--- config.mk ---
export PLATFORM = sky130hd
export DESIGN_NAME = scaled_font_glyph_expander_unit
export DESIGN_NICKNAME = d
export VERILOG_FILES = /design/src/hw/rtl/sfge_pkg.sv /design/src/hw/rtl/sfge_front.sv /design/src/hw/rtl/sfge_queue.sv /design/src/hw/rtl/sfge_back.sv /design/src/hw/rtl/scaled_font_glyph_expander_unit.sv
export SDC_FILE = /design/constraint.sdc
export NUM_CORES = 1
export LEC_CHECK = 0
export BUFFER_PORTS_ARGS = -buffer_cell sky130_fd_sc_hd__buf_2
export CAP_MARGIN = 20
export CORE_UTILIZATION = 55
export DETAILED_ROUTE_END_ITERATION = 10
export PLACE_DENSITY_LB_ADDON = 0.12
export SLEW_MARGIN = 20
export SYNTH_ARGS = -nofsm -noshare
export SYNTH_HDL_FRONTEND = slang
export SYNTH_SLANG_ARGS = --single-unit
--- constraint.sdc ---
create_clock -name clock -period 6.9 [get_ports clock]
set_input_delay 0.345 -clock clock [delete_from_list [all_inputs] [get_ports clock]]
set_output_delay 0.345 -clock clock [all_outputs]
set_load 0.005 [all_outputs]
--- src/hw/rtl/sfge_pkg.sv ---
// Shared types, constants and helper functions of the scaled font glyph expander.
// No dependencies; every other file of the block imports this package.
package sfge_pkg;

   localparam int BitsPerByte = 8;
   localparam int QueueDepth  = 2;

   localparam logic [1:0] CsrFgColor   = 2'd0;
   localparam logic [1:0] CsrBgColor   = 2'd1;
   localparam logic [1:0] CsrScale     = 2'd2;
   localparam logic [1:0] CsrGlyphRows = 2'd3;

   localparam logic [3:0] ScaleMax = 4'd8;
   localparam logic [5:0] RowsMax  = 6'd32;

   // one classified glyph byte, ready for expansion into eight squares
   typedef struct packed {
      logic [15:0] x;
      logic [15:0] ybase;
      logic [7:0]  bits;
      logic [3:0]  scale;
      logic        last;
   } entry_type;

   // queue status seen by the back end, and its pop request
   typedef struct packed {
      logic valid;
   } queue_stat_type;

   typedef struct packed {
      logic pop;
   } queue_ctrl_type;

   function automatic logic [3:0] eff_scale(input logic [3:0] raw);
      logic [3:0] res;
      if (raw == 4'd0) begin
         res = 4'd1;
      end else if (raw > ScaleMax) begin
         res = ScaleMax;
      end else begin
         res = raw;
      end
      return res;
   endfunction

   function automatic logic [5:0] eff_rows(input logic [5:0] raw);
      logic [5:0] res;
      if (raw == 6'd0) begin
         res = 6'd1;
      end else if (raw > RowsMax) begin
         res = RowsMax;
      end else begin
         res = raw;
      end
      return res;
   endfunction

endpackage

--- src/hw/rtl/sfge_front.sv ---
// Front end: accepts glyph byte beats, tracks column and byte-row position,
// computes the square origin and inversion, and pushes one entry per byte. Uses sfge_pkg.
module sfge_front (
   input  logic                clock,
   input  logic                reset,
   input  logic                in_valid,
   input  logic                in_ready,
   input  logic [7:0]          glyph_byte,
   input  logic                first_of_glyph,
   input  logic [7:0]          glyph_width,
   input  logic [15:0]         origin_x,
   input  logic [15:0]         origin_y,
   input  logic [15:0]         fg_color,
   input  logic [3:0]          scale,
   input  logic [5:0]          rows,
   output logic                push,
   output sfge_pkg::entry_type push_entry
);
   import sfge_pkg::*;

   logic [7:0]  col_ff, col_in;
   logic [4:0]  row_ff, row_in;
   logic [7:0]  width_ff, width_in;
   logic [15:0] ox_ff, ox_in;
   logic [15:0] oy_ff, oy_in;

   logic [7:0]  cur_width;
   logic [7:0]  cur_col;
   logic [4:0]  cur_row;
   logic [15:0] cur_ox;
   logic [15:0] cur_oy;
   logic        col_end;
   logic        row_end;
   logic [11:0] prod_x;
   logic [8:0]  prod_y;

   always_comb begin
      push = in_valid && in_ready;

      if (first_of_glyph) begin
         cur_width = (glyph_width == 8'd0) ? 8'd1 : glyph_width;
         cur_col   = 8'd0;
         cur_row   = 5'd0;
         cur_ox    = origin_x;
         cur_oy    = origin_y;
      end else begin
         cur_width = width_ff;
         cur_col   = col_ff;
         cur_row   = row_ff;
         cur_ox    = ox_ff;
         cur_oy    = oy_ff;
      end

      col_end = ({1'b0, cur_col} + 9'd1) >= {1'b0, cur_width};
      row_end = ({1'b0, cur_row} + 6'd1) >= rows;

      prod_x = {8'd0, scale} * {4'd0, cur_col};
      prod_y = {5'd0, scale} * {4'd0, cur_row};

      push_entry.x     = cur_ox + {4'd0, prod_x};
      push_entry.ybase = cur_oy + {4'd0, prod_y, 3'd0};
      push_entry.bits  = (fg_color == 16'd0) ? ~glyph_byte : glyph_byte;
      push_entry.scale = scale;
      push_entry.last  = col_end && row_end;

      width_in = width_ff;
      ox_in    = ox_ff;
      oy_in    = oy_ff;
      col_in   = col_ff;
      row_in   = row_ff;
      if (push) begin
         width_in = cur_width;
         ox_in    = cur_ox;
         oy_in    = cur_oy;
         if (col_end) begin
            col_in = 8'd0;
            row_in = row_end ? 5'd0 : cur_row + 5'd1;
         end else begin
            col_in = cur_col + 8'd1;
            row_in = cur_row;
         end
      end
   end

   always_ff @(posedge clock) begin
      if (reset) begin
         col_ff   <= 8'd0;
         row_ff   <= 5'd0;
         width_ff <= 8'd1;
         ox_ff    <= 16'd0;
         oy_ff    <= 16'd0;
      end else begin
         col_ff   <= col_in;
         row_ff   <= row_in;
         width_ff <= width_in;
         ox_ff    <= ox_in;
         oy_ff    <= oy_in;
      end
   end

endmodule

--- src/hw/rtl/sfge_queue.sv ---
// Two-entry queue between front and back end of the glyph expander.
// Uses sfge_pkg for the entry type and depth.
module sfge_queue (
   input  logic                    clock,
   input  logic                    reset,
   input  logic                    push,
   input  sfge_pkg::entry_type     push_entry,
   output logic                    full,
   input  sfge_pkg::queue_ctrl_type ctrl,
   output sfge_pkg::queue_stat_type stat,
   output sfge_pkg::entry_type     head
);
   import sfge_pkg::*;

   localparam int PtrW = $clog2(QueueDepth);
   localparam int CntW = $clog2(QueueDepth + 1);

   entry_type       slot_ff [QueueDepth];
   logic [PtrW-1:0] wr_ff, wr_in;
   logic [PtrW-1:0] rd_ff, rd_in;
   logic [CntW-1:0] cnt_ff, cnt_in;
   logic            do_pop;

   always_comb begin
      full       = (cnt_ff == CntW'(QueueDepth));
      stat.valid = (cnt_ff != '0);
      head       = slot_ff[rd_ff];
      do_pop     = ctrl.pop && stat.valid;

      wr_in  = push   ? wr_ff + PtrW'(1) : wr_ff;
      rd_in  = do_pop ? rd_ff + PtrW'(1) : rd_ff;
      cnt_in = cnt_ff;
      if (push && !do_pop) begin
         cnt_in = cnt_ff + CntW'(1);
      end else if (!push && do_pop) begin
         cnt_in = cnt_ff - CntW'(1);
      end
   end

   always_ff @(posedge clock) begin
      if (push) begin
         slot_ff[wr_ff] <= push_entry;
      end
   end

   always_ff @(posedge clock) begin
      if (reset) begin
         wr_ff  <= '0;
         rd_ff  <= '0;
         cnt_ff <= '0;
      end else begin
         wr_ff  <= wr_in;
         rd_ff  <= rd_in;
         cnt_ff <= cnt_in;
      end
   end

endmodule

--- src/hw/rtl/sfge_back.sv ---
// Back end: expands each queued entry into eight squares, one per cycle unless the
// output stalls, into a registered output stage. Uses sfge_pkg.
module sfge_back (
   input  logic                     clock,
   input  logic                     reset,
   input  sfge_pkg::queue_stat_type stat,
   input  sfge_pkg::entry_type      head,
   output sfge_pkg::queue_ctrl_type ctrl,
   input  logic [15:0]              fg_color,
   input  logic [15:0]              bg_color,
   output logic                     out_valid,
   input  logic                     out_ready,
   output logic [15:0]              pixel_x,
   output logic [15:0]              pixel_y,
   output logic [3:0]               square_size,
   output logic [15:0]              pixel_color,
   output logic                     last_of_glyph
);
   import sfge_pkg::*;

   localparam logic [2:0] LastBit = 3'(BitsPerByte - 1);

   logic        busy_ff, busy_in;
   logic [2:0]  k_ff, k_in;
   logic [15:0] y_ff, y_in;
   entry_type   cur_ff, cur_in;

   logic        ovalid_ff, ovalid_in;
   logic [15:0] ox_ff, ox_in;
   logic [15:0] oy_ff, oy_in;
   logic [3:0]  osize_ff, osize_in;
   logic [15:0] ocolor_ff, ocolor_in;
   logic        olast_ff, olast_in;

   logic        emit;
   logic        load;

   always_comb begin
      emit     = busy_ff && (!ovalid_ff || out_ready);
      load     = stat.valid && (!busy_ff || (emit && k_ff == LastBit));
      ctrl.pop = load;

      ovalid_in = emit ? 1'b1 : (ovalid_ff && !out_ready);
      ox_in     = ox_ff;
      oy_in     = oy_ff;
      osize_in  = osize_ff;
      ocolor_in = ocolor_ff;
      olast_in  = olast_ff;
      if (emit) begin
         ox_in     = cur_ff.x;
         oy_in     = y_ff;
         osize_in  = cur_ff.scale;
         ocolor_in = cur_ff.bits[k_ff] ? fg_color : bg_color;
         olast_in  = cur_ff.last && (k_ff == LastBit);
      end

      busy_in = busy_ff;
      k_in    = k_ff;
      y_in    = y_ff;
      cur_in  = cur_ff;
      if (load) begin
         busy_in = 1'b1;
         k_in    = 3'd0;
         y_in    = head.ybase;
         cur_in  = head;
      end else if (emit) begin
         // advance to the next bit; drop out of busy after the eighth square
         k_in    = k_ff + 3'd1;
         y_in    = y_ff + {12'd0, cur_ff.scale};
         busy_in = (k_ff != LastBit);
      end
   end

   always_ff @(posedge clock) begin
      if (reset) begin
         busy_ff   <= 1'b0;
         k_ff      <= 3'd0;
         ovalid_ff <= 1'b0;
      end else begin
         busy_ff   <= busy_in;
         k_ff      <= k_in;
         ovalid_ff <= ovalid_in;
      end
   end

   always_ff @(posedge clock) begin
      y_ff      <= y_in;
      cur_ff    <= cur_in;
      ox_ff     <= ox_in;
      oy_ff     <= oy_in;
      osize_ff  <= osize_in;
      ocolor_ff <= ocolor_in;
      olast_ff  <= olast_in;
   end

   assign out_valid     = ovalid_ff;
   assign pixel_x       = ox_ff;
   assign pixel_y       = oy_ff;
   assign square_size   = osize_ff;
   assign pixel_color   = ocolor_ff;
   assign last_of_glyph = olast_ff;

   a_emit_needs_busy: assert property (@(posedge clock) disable iff (reset)
      emit |-> busy_ff)
      else $error("square emitted with no entry loaded");

   a_mid_byte_stays_busy: assert property (@(posedge clock) disable iff (reset)
      (emit && k_ff != LastBit) |=> (busy_ff && k_ff == $past(k_ff) + 3'd1))
      else $error("byte expansion cut short");

   a_load_restarts_bit: assert property (@(posedge clock) disable iff (reset)
      load |=> (busy_ff && k_ff == 3'd0))
      else $error("new entry did not start at bit zero");

   a_last_on_final_bit: assert property (@(posedge clock) disable iff (reset)
      (emit && k_ff != LastBit) |=> !olast_ff)
      else $error("glyph end marked before the eighth square");

endmodule

--- src/hw/rtl/scaled_font_glyph_expander_unit.sv ---
// Top level of the scaled font glyph expander: config registers, front end,
// queue and back end. Uses sfge_pkg, sfge_front, sfge_queue and sfge_back.
//
// Each accepted glyph byte beat yields eight square beats, one per cycle from the
// back end's output stage while the result side does not stall; the back end can
// load the next byte as it emits the last square of a byte. The first square of a
// byte passes the queue, the entry register and the output register before it appears.
// A two-entry queue lets the front end keep taking bytes while the back end is still
// expanding or the result side is stalled. Configuration is sampled as items are
// classified and expanded, so write it only while the block is idle.
module scaled_font_glyph_expander_unit (
   input  logic        clock,
   input  logic        reset,
   input  logic        req_tvalid,
   output logic        req_tready,
   input  logic [47:0] req_tdata,   // glyph_byte, glyph_width, origin_x, origin_y
   input  logic        req_tuser,   // first_of_glyph
   output logic        rsp_tvalid,
   input  logic        rsp_tready,
   output logic [55:0] rsp_tdata,   // pixel_x, pixel_y, square_size, pixel_color, zero fill
   output logic        rsp_tlast,   // last_of_glyph
   input  logic        csr_we,
   input  logic [1:0]  csr_index,
   input  logic [15:0] csr_wdata
);
   import sfge_pkg::*;

   logic [15:0] fg_ff, fg_in;
   logic [15:0] bg_ff, bg_in;
   logic [3:0]  scale_ff, scale_in;
   logic [5:0]  rows_ff, rows_in;

   logic           q_full;
   logic           push;
   entry_type      push_entry;
   entry_type      head;
   queue_stat_type q_stat;
   queue_ctrl_type q_ctrl;

   logic [15:0] pixel_x;
   logic [15:0] pixel_y;
   logic [3:0]  square_size;
   logic [15:0] pixel_color;

   always_comb begin
      fg_in    = fg_ff;
      bg_in    = bg_ff;
      scale_in = scale_ff;
      rows_in  = rows_ff;
      if (csr_we) begin
         case (csr_index)
            CsrFgColor:   fg_in    = csr_wdata;
            CsrBgColor:   bg_in    = csr_wdata;
            CsrScale:     scale_in = csr_wdata[3:0];
            CsrGlyphRows: rows_in  = csr_wdata[5:0];
            default:      ;
         endcase
      end
   end

   always_ff @(posedge clock) begin
      if (reset) begin
         fg_ff    <= 16'hFFFF;
         bg_ff    <= 16'd0;
         scale_ff <= 4'd1;
         rows_ff  <= 6'd1;
      end else begin
         fg_ff    <= fg_in;
         bg_ff    <= bg_in;
         scale_ff <= scale_in;
         rows_ff  <= rows_in;
      end
   end

   assign req_tready = !q_full;

   sfge_front u_front (
      .clock          (clock),
      .reset          (reset),
      .in_valid       (req_tvalid),
      .in_ready       (req_tready),
      .glyph_byte     (req_tdata[7:0]),
      .first_of_glyph (req_tuser),
      .glyph_width    (req_tdata[15:8]),
      .origin_x       (req_tdata[31:16]),
      .origin_y       (req_tdata[47:32]),
      .fg_color       (fg_ff),
      .scale          (eff_scale(scale_ff)),
      .rows           (eff_rows(rows_ff)),
      .push           (push),
      .push_entry     (push_entry)
   );

   sfge_queue u_queue (
      .clock      (clock),
      .reset      (reset),
      .push       (push),
      .push_entry (push_entry),
      .full       (q_full),
      .ctrl       (q_ctrl),
      .stat       (q_stat),
      .head       (head)
   );

   sfge_back u_back (
      .clock         (clock),
      .reset         (reset),
      .stat          (q_stat),
      .head          (head),
      .ctrl          (q_ctrl),
      .fg_color      (fg_ff),
      .bg_color      (bg_ff),
      .out_valid     (rsp_tvalid),
      .out_ready     (rsp_tready),
      .pixel_x       (pixel_x),
      .pixel_y       (pixel_y),
      .square_size   (square_size),
      .pixel_color   (pixel_color),
      .last_of_glyph (rsp_tlast)
   );

   assign rsp_tdata = {4'd0, pixel_color, square_size, pixel_y, pixel_x};

endmodule

==> impl_metrics.csv <==
group,metric,value,unit
run_status,outcome,"finished, final reports clean",
grt,first_global_vias,8775,
logic_synthesis,yosysWarnings,0,
clock_tree,clockBufferDepth,3,
flow_run,cap_violations,0,
clock_tree,cts.htree.levels,1,
grt,overflow,0,
cells_and_area,drive_above_1_share,0.203,
power_and_ir_drop,powerDensity,338,nW/µm²
floorplan,die_h,163,µm
grt,antenna_found_initial,0,
logic_synthesis,postSynthCellCount,1208,
routing,drt_iter0_markers,480,
worst_setup_path,critPathBufInv,2,
cells_and_area,final_nets,1503,
hold_path,hold_start,"csr_wdata[6]",
timing,layout_min_cycle_time,5.00,ns
worst_setup_path,critPathSlowestCell,"fa_1",
clock_tree,path_clk_slew,0.06,ns
cells_and_area,seqCellArea,7750,µm²
routing,vias,9055,
floorplan,die_w,163,µm
power_and_ir_drop,p_leak,6.59,nW
clock_tree,cts_setup_buffers,0,
worst_setup_path,crit_fanout,11,
floorplan,io_pins,131,
logic_synthesis,syn_area,14200,µm²
power_and_ir_drop,peakVddDrop,0.000311,V
logic_synthesis,synthAdderAreaFrac,0.101,
worst_setup_path,end_kind,"register",
worst_setup_path,crit_type,"reg2reg",
logic_synthesis,ys_seq_area_frac,0.546,
routing,wirelength,27800,µm
routing,wire_per_inst,16.5,µm
timing,relSlewSlack,0.383,
floorplan,row_count,58,
worst_setup_path,cp_top_family,"adder cells",
timing,fin_crit_sh,0.725,
routing,drcViolationCount,0,
timing,tightest_slew,0.923,ns
timing,fin_tns_setup,0,ns
floorplan,initial_utilization,0.562,
worst_setup_path,required,7.19,ns
grt,grt_usage,0.212,
place,io_buffers,126,
logic_synthesis,synth_xor_area_frac,0.0389,
logic_synthesis,synth_compound_area_frac,0.0850,
power_and_ir_drop,intPower,3.94,mW
grt,grt_max_degree,76,
clock_tree,cts_buffers,31,
place,gp_congestion,0.851,
logic_synthesis,async_flop_share,0,
logic_synthesis,synth_top_cell_by_area,"edfxtp_1",
logic_synthesis,netlist.area_leader.share,0.398,
logic_synthesis,yosys.area_share.simple,0.112,
power_and_ir_drop,p_switching,1.55,mW
worst_setup_path,worstPathArrival,5.30,ns
cells_and_area,final_util,0.644,
clock_tree,cts_tree,"yes",
place,hpwl,19300,µm
timing,setup_viol,0,
logic_synthesis,synth_most_common_cell,"edfxtp_1",
power_and_ir_drop,clkPwrFrac,0.311,
clock_tree,cts_root_buffer,"clkbuf_16",
worst_setup_path,path_cells,"nand2b_1, inv_1, nand3_1, fa_1, fa_1, inv_1, fa_1, a21oi_1, nor2_1, nor2_1, xnor2_1, ha_1, or4_1, a41o_1, a21o_1, nand2_1, xnor2_1",
power_and_ir_drop,finalPower,5.49,mW
floorplan,die_area,26400,µm²
worst_setup_path,cp_common_cell,"fa_1",
worst_setup_path,max_stage_delay,0.56,ns
worst_setup_path,reg2reg_from,"scale_ff[3]",
power_and_ir_drop,p_comb_frac,0.220,
logic_synthesis,muxShareOfSynthArea,0.0838,
cells_and_area,multiInputGateArea,6000,µm²
power_and_ir_drop,seqPwrFrac,0.469,
logic_synthesis,ys_seq_elements,293,
power_and_ir_drop,swShare,0.283,
timing,drv_slew,0,
cells_and_area,antennaDiodeCount,0,
logic_synthesis,synthTopCellsByCount,"edfxtp_1 (188), nand2_1 (116), nor2_1 (113), dfxtp_1 (105), a21oi_1 (82)",
routing,antenna_left,0,
grt,grt_pass1_wl,44400,µm
logic_synthesis,synth-main-ff-cell,"edfxtp_1",
routing,viasPerCell,5.36,
cells_and_area,area_delta_synth_final,14.6,%
routing,drt-pass1-iter-count,5,
clock_tree,clock_latency,0.55,ns
logic_synthesis,synth_edf_count,188,
worst_setup_path,start_kind,"register",
worst_setup_path,crit_start,"scale_ff[3]",
timing,fmax,200,MHz
timing,hold_viol,0,
logic_synthesis,synth_top_family_by_area,"simple AND/OR/NAND/NOR gates",
clock_tree,cts.sinks,293,
floorplan,core_area,25300,µm²
logic_synthesis,syn_avg_cell_area,11.7,µm²
hold_path,hold_path.class,"in2reg",
timing,rsz0062_at_grt,"false",
cells_and_area,nFillCells,1995,
timing,skew,0.0112,ns
logic_synthesis,ys_types,60,
logic_synthesis,synthTopCellsByArea,"edfxtp_1 (40%), dfxtp_1 (15%), ha_1 (6.0%)",
==> per-layer routing <==
metal	track usage	part of all wire	up-vias
li1	-	-	4523
met1	0.296	0.47	4297
met2	0.348	0.47	201
met3	0.0298	0.049	34
met4	0.0556	0.018	0
met5	0	0	-
==> flip-flops by register name, summed over array words and instances (netlist names), 8 cells and up, named ones only <==
register / cells
u_queue.slot_ff: 90
u_back.cur_ff: 29
bg_ff: 16
fg_ff: 16
u_back.pixel_color: 16
u_back.pixel_x: 16
u_back.pixel_y: 16
u_back.y_ff: 16
u_front.ox_ff: 16
u_front.oy_ff: 16
u_front.col_ff: 8
u_front.width_ff: 8
==> power by group through the flow <==
stage                     logic, mW  registers, mW  clock network [mW]
after detailed placement       1.22           2.62                   0
after CTS                      1.23           2.58                1.74
after global placement         1.20           2.60                   0
after global routing           1.35           2.62                1.81
final                          1.21           2.58                1.71
after floorplan               0.843           2.58                   0
==> area by class of cell <==
class	instances	share of cell area
Clock buffer	41	0.0551
Tap cell	330	0.0254
Multi-Input combinational cell	802	0.369
Clock inverter	16	0.0115
Inverter	62	0.0143
Sequential cell	293	0.477
Timing Repair Buffer	144	0.0480
==> timing repair <==
action                    in CTS  in global routing
gates resized for setup        0                  0
hold endpoints to repair       5                  0
hold buffers                   5                  0
==> worst paths after layout <==
kind                            end  slack (ns)  depth (start not counted)
max          u_queue.slot_ff[0][27]        1.90                         17
min                        fg_ff[6]        0.03                          2
max reg2reg  u_queue.slot_ff[0][27]        1.90                         17
min reg2reg       u_back.pixel_x[9]        0.42                          0
==> layout by cell type, fill, tap and decap left out, types with 13 or more instances in the layout <==
master / count
edfxtp_1: 188
buf_2: 125
nand2_1: 116
nor2_1: 112
dfxtp_1: 104
a21oi_1: 82
ha_1: 68
mux2_2: 64
inv_1: 59
xnor2_1: 48
mux2i_1: 40
clkbuf_16: 33
fa_1: 29
nor2b_1: 27
a211oi_1: 25
nand3_1: 23
a211o_1: 18
xor2_1: 15
buf_4: 14
and2_1: 13
==> per-stage QoR <==
| stage | hold slack, ns | setup WS (ns) | area (µm²) | cells |
|---|---|---|---|---|
| final | 0.0257 | 1.90 | 16300 | 1688 |
| after global routing | 0.0140 | 1.57 | 16300 | 1688 |
| after CTS | 0.0101 | 1.91 | 16300 | 1688 |
| after detailed placement | 0.405 | 1.83 | 15100 | 1626 |
| after global placement | 0.404 | 1.91 | 15100 | 1626 |
| after floorplan | 0.400 | 2.38 | 14200 | 1211 |
==> worst reg2reg max path, stage by stage, from the launching register on <==
cell and delay (ns):
dfxtp_1 0.53, nand2b_1 0.47, inv_1 0.23, nand3_1 0.17, fa_1 0.47, fa_1 0.56, inv_1 0.07, fa_1 0.45
a21oi_1 0.14, nor2_1 0.05, nor2_1 0.15, xnor2_1 0.09, ha_1 0.22, or4_1 0.54, a41o_1 0.26, a21o_1 0.20
nand2_1 0.08, xnor2_1 0.07
==> kinds of logic (layout without fill, tap and decap cells) <==
| kind of cell | after synthesis | count (layout) |
|---|---|---|
| AND/OR/NAND/NOR | 347 | 347 |
| buffers and inverters | 116 | 263 |
| XOR/XNOR | 63 | 63 |
| adder cells (fa/ha/maj) | 97 | 97 |
| AO/OA/AOI/OAI | 184 | 184 |
| flip-flops | 293 | 293 |
| multiplexers | 107 | 107 |
| other | 1 | 4 |
Note: power is estimated with default switching activity, not from simulation.
